--- src/gcd_pkg.sv ---
package gcd_pkg;

  localparam int CORDIC_STAGES = 24;
  localparam int XW = 34;
  localparam int SQ_ITER = 31;

  localparam logic [63:0] PI_Q60 = 64'h3243F6A8885A308D;
  localparam logic [63:0] HALF_RAD_MUL = (PI_Q60 + 64'd180000000) / 64'd360000000;
  localparam logic signed [XW-1:0] HALF_PI_Q30 = XW'((PI_Q60 + (64'd1 << 30)) >> 31);
  localparam logic signed [XW-1:0] ONE_Q30 = XW'(64'd1 << 30);
  localparam logic signed [XW-1:0] GAIN_Q30 = XW'(652032874);
  localparam logic signed [31:0] TURN_UD = 32'sd360000000;
  localparam logic signed [31:0] HALF_TURN_UD = 32'sd180000000;
  localparam logic signed [31:0] QUARTER_TURN_UD = 32'sd90000000;
  localparam logic [24:0] DIST_MAX = 25'h1FFFFFF;

  function automatic logic signed [XW-1:0] atan_q30(input int i);
    logic signed [63:0] sum;
    logic [63:0] term;
    int e;
    sum = 0;
    if (i == 0) begin
      return XW'(((PI_Q60 >> 2) + (64'd1 << 29)) >> 30);
    end
    for (int k = 0; k < 31; k++) begin
      e = 60 - i * (2 * k + 1);
      if (e >= 0) begin
        term = (64'd1 << e) / 64'(2 * k + 1);
        if (k % 2 == 1) sum = sum - $signed(term);
        else sum = sum + $signed(term);
      end
    end
    return XW'((64'(sum) + (64'd1 << 29)) >> 30);
  endfunction

  function automatic logic signed [XW-1:0] clamp_q(input logic signed [XW-1:0] v,
                                                  input logic signed [XW-1:0] lo,
                                                  input logic signed [XW-1:0] hi);
    return (v < lo) ? lo : ((v > hi) ? hi : v);
  endfunction

endpackage

--- src/gcd_mulq.sv ---
module gcd_mulq (
  input  logic                            clk,
  input  logic                            en,
  input  logic signed [gcd_pkg::XW-1:0]   a,
  input  logic signed [gcd_pkg::XW-1:0]   b,
  output logic signed [gcd_pkg::XW-1:0]   p
);
  import gcd_pkg::*;
  logic signed [2*XW-1:0] prod_r;
  logic signed [2*XW-1:0] rnd;
  always_ff @(posedge clk) begin
    if (en) prod_r <= a * b;
  end
  assign rnd = prod_r + (2*XW)'(64'd1 << 29);
  assign p = XW'(rnd >>> 30);
endmodule

--- config.mk ---
export PLATFORM = sky130hd
export DESIGN_NAME = gcd_mulq
export DESIGN_NICKNAME = d
export VERILOG_FILES = /design/src/gcd_pkg.sv /design/src/gcd_mulq.sv
export SDC_FILE = /design/constraint.sdc
export NUM_CORES = 2
export LEC_CHECK = 0
export BUFFER_PORTS_ARGS = -buffer_cell sky130_fd_sc_hd__buf_2
export CORE_MARGIN = 3
export CORE_UTILIZATION = 25
export CTS_BUF_LIST = sky130_fd_sc_hd__clkbuf_4 sky130_fd_sc_hd__clkbuf_8
export CTS_CLUSTER_SIZE = 30
export DETAILED_ROUTE_END_ITERATION = 7
export PLACE_DENSITY = 0.44
export SYNTH_ARGS = -nofsm -noshare
export SYNTH_HDL_FRONTEND = slang
export SYNTH_SLANG_ARGS = --single-unit
--- constraint.sdc ---
create_clock -name clk -period 26.5 [get_ports clk]
set_clock_uncertainty 0.1 [all_clocks]
set_input_delay 3.975 -clock clk [delete_from_list [all_inputs] [get_ports clk]]
set_output_delay 3.975 -clock clk [all_outputs]
set_load 0.1 [all_outputs]
==> metrics.csv <==
stage,metric,value,unit
logic_synthesis,Syn Area/Cell,9.38,um2
timing,fmax,0.0816,GHz
logic_synthesis,synth top area cells,"fa_1 58%, inv_1 11%, and2_1 9.1%",
logic_synthesis,Cells after Synth,4387,
cells_and_area,layout cells sized above 1,3.87,%
logic_synthesis,main combinational cell family by area after synthesis,adder cells,
run_status,outcome,"finished, final reports clean",
clocking,CTS tree,done,
clocking,clock slew at reported path FFs,80,ps
setup_path,CP Launch Type,input port,
drt,Post-DRT Antenna Nets,0,
clocking,cts bufs inserted,5,
cells_and_area,max reg flops,35,
cells_and_area,"Core Util, Final",26.9,%
timing,RSZ-0062 raised after global routing,no,
timing,Period minus WS final,12260,ps
cells_and_area,Largest regs,prod_r: 35 flops,
clocking,post-CTS setup buffers,0,
floorplanning,DIE AREA,169000,um2
timing,endpoints failing hold,0,
global_routing,initial antenna violation count,12,
logic_synthesis,Netlist cell types,63,
setup_path,"Slowest-stage cell, CP",a2111oi_2,
logic_synthesis,number of synthesized flops with an enable pin,35,
setup_path,Critical Path AT,12220,ps
floorplanning,Core Box Area,163000,um2
min_path,worst min path class,in2reg,
setup_path,top cell family by delay on the critical path,adder cells,
timing,Worst-Margin Slew,1080,ps
drt,Vias/cell,4.30,
timing,setup ws final,14240,ps
timing,max_slew headroom,27.9,%
clocking,Max H-tree Level,2,
setup_path,CP endpoint kind,flip-flop,
timing,Setup TNS,0,ps
min_path,HP Start,en,
place,Final GP Congestion,0.795,
clocking,clock sinks,35,
floorplanning,Top-Level Pins,104,
clocking,# hold bufs at CTS,0,
cells_and_area,most frequent cells in the layout,"1,191 x fa_1, 1,186 x inv_1, 599 x and2_1, 566 x nand2_1, 196 x ha_1",
place,number of port buffers,103,
cells_and_area,Final nets,5770,
clocking,Root Driver,clkbuf_8,
drt,vias after detailed routing,27900,
global_routing,vias in the first global route,32600,
global_routing,largest net degree at the start of global routing,36,
place,DP HPWL,98600,um
floorplanning,Initial Utilization,25.2,%
global_routing,first-pass GRT wire length,199000,um
logic_synthesis,Synth area leader,fa_1,
clocking,post-CTS resize count,0,
clocking,CTS max path bufs,2,
global_routing,GRT Total Usage,15.5,%
logic_synthesis,Main synth FF type,edfxtp_1,
drt,Post-Route WL,125000,um
logic_synthesis,Synth Area in Compound Gates,2.62,%
timing,Tcrit/Tclk final,46.3,%
min_path,hold path endpoint,prod_r[39],
drt,initial DRC count,1372,
drt,DRC violations left,0,
global_routing,GRT overflow,0,
cells_and_area,Top reg by flops,prod_r,
setup_path,max incr delay on CP,850,ps
logic_synthesis,post-synthesis sequential area ratio,2.55,%
setup_path,CP Buf/Inv Count,8,
cells_and_area,Syn-to-layout area delta,6.77,%
run,MaxCap Viol Count,0,
setup_path,most numerous cell on the critical path,fa_1,
place,"worst slack, placed",13700,ps
logic_synthesis,Syn. warnings,0,
timing,Final Max Tran Viols,0,
setup_path,critical path class,in2reg,
setup_path,critical path required time,26470,ps
logic_synthesis,xor/xnor share of the synthesized area,1.92,%
floorplanning,Core Rows,148,
logic_synthesis,Syn Std Cell Area,41100,um2
logic_synthesis,Post-Synth Simple-Gate Area,16.1,%
logic_synthesis,Syn Nets,5844,
logic_synthesis,post-synthesis mux area share,0.0243,%
min_path,hold path depth,1,
drt,Routed wire per std cell,19.3,um
floorplanning,Die Y,412,um
drt,DRT Pass-1 Iters,5,
logic_synthesis,"FFs w/ async S/R, synth",0,%
setup_path,Max Fanout on Critical Path,34,
cells_and_area,"commonest non-fill, non-tap cell in the layout",fa_1,
floorplanning,Die X,412,um
logic_synthesis,post-synth top area share,57.9,%
logic_synthesis,#FFs+latches synth,35,
logic_synthesis,adder-cell area share of the yosys netlist,63.9,%
timing,Setup Viol. Count Final,0,
==> synth_stat cells, drive strengths merged (3+ instances only) <==
master,number
o31ai,3
nor2,50
fa,1191
nand4,14
a211oi,5
a31oi,6
xor2,24
o211ai,5
o2111ai,3
nor3,9
ha,196
nand2b,12
a21o,26
edfxtp,35
and4,4
o21bai,9
inv,1187
xnor2,66
buf,7
nand3,28
and3,16
nand2,568
and2,599
o21ai,23
clkbuf,216
a21oi,49
==> logic make-up (layout without fill, tap and decap cells) <==
logic type | Yosys count | in the layout
xor+xnor | 90 | 90
other cells | 0 | 6
compound gates | 156 | 156
buf+inv | 1410 | 1337
fa+ha+maj | 1387 | 1387
flops | 35 | 35
simple gates | 1308 | 1308
mux | 1 | 1
==> per-stage QoR <==
step                      std cells  hold slack, ps  cell area [um2]
after floorplan                4387            3990            41100
after global placement         6481            4570            43800
after detailed placement       6481            4570            43800
after CTS                      6489            4230            43900
after global routing           6489            4250            43900
final                          6495            4250            43900
==> routing by layer <==
layer  global-route usage [%]  wire length [um]
met2                     29.5             67500
met4                     3.59              3680
met3                    0.954              3380
met1                     19.0             50700
met5                        0                13
==> area by class of cell <==
class / count / area, um2
fill: 17500 / 119000
multi-input combinational: 2942 / 34800
inverter: 1187 / 4460
tap: 2175 / 2720
sequential: 35 / 1050
timing repair buffer: 142 / 808
clock buffer: 6 / 76.3
antenna: 6 / 15.0
clock inverter: 2 / 12.5
==> worst max path at each step <==
stage | slack (ps) | to | start | cells past startpoint
after floorplan | 15440 | prod_r[58] | a[33] | 22
after global placement | 13740 | prod_r[59] | a[28] | 24
after detailed placement | 13700 | prod_r[59] | b[19] | 26
after CTS | 14070 | prod_r[59] | b[19] | 26
after global routing | 13720 | prod_r[61] | a[28] | 23
final | 14240 | prod_r[59] | b[19] | 26
Power is not shown: default switching activity piles up to over one toggle a cycle in this logic, so the estimate is an artifact.
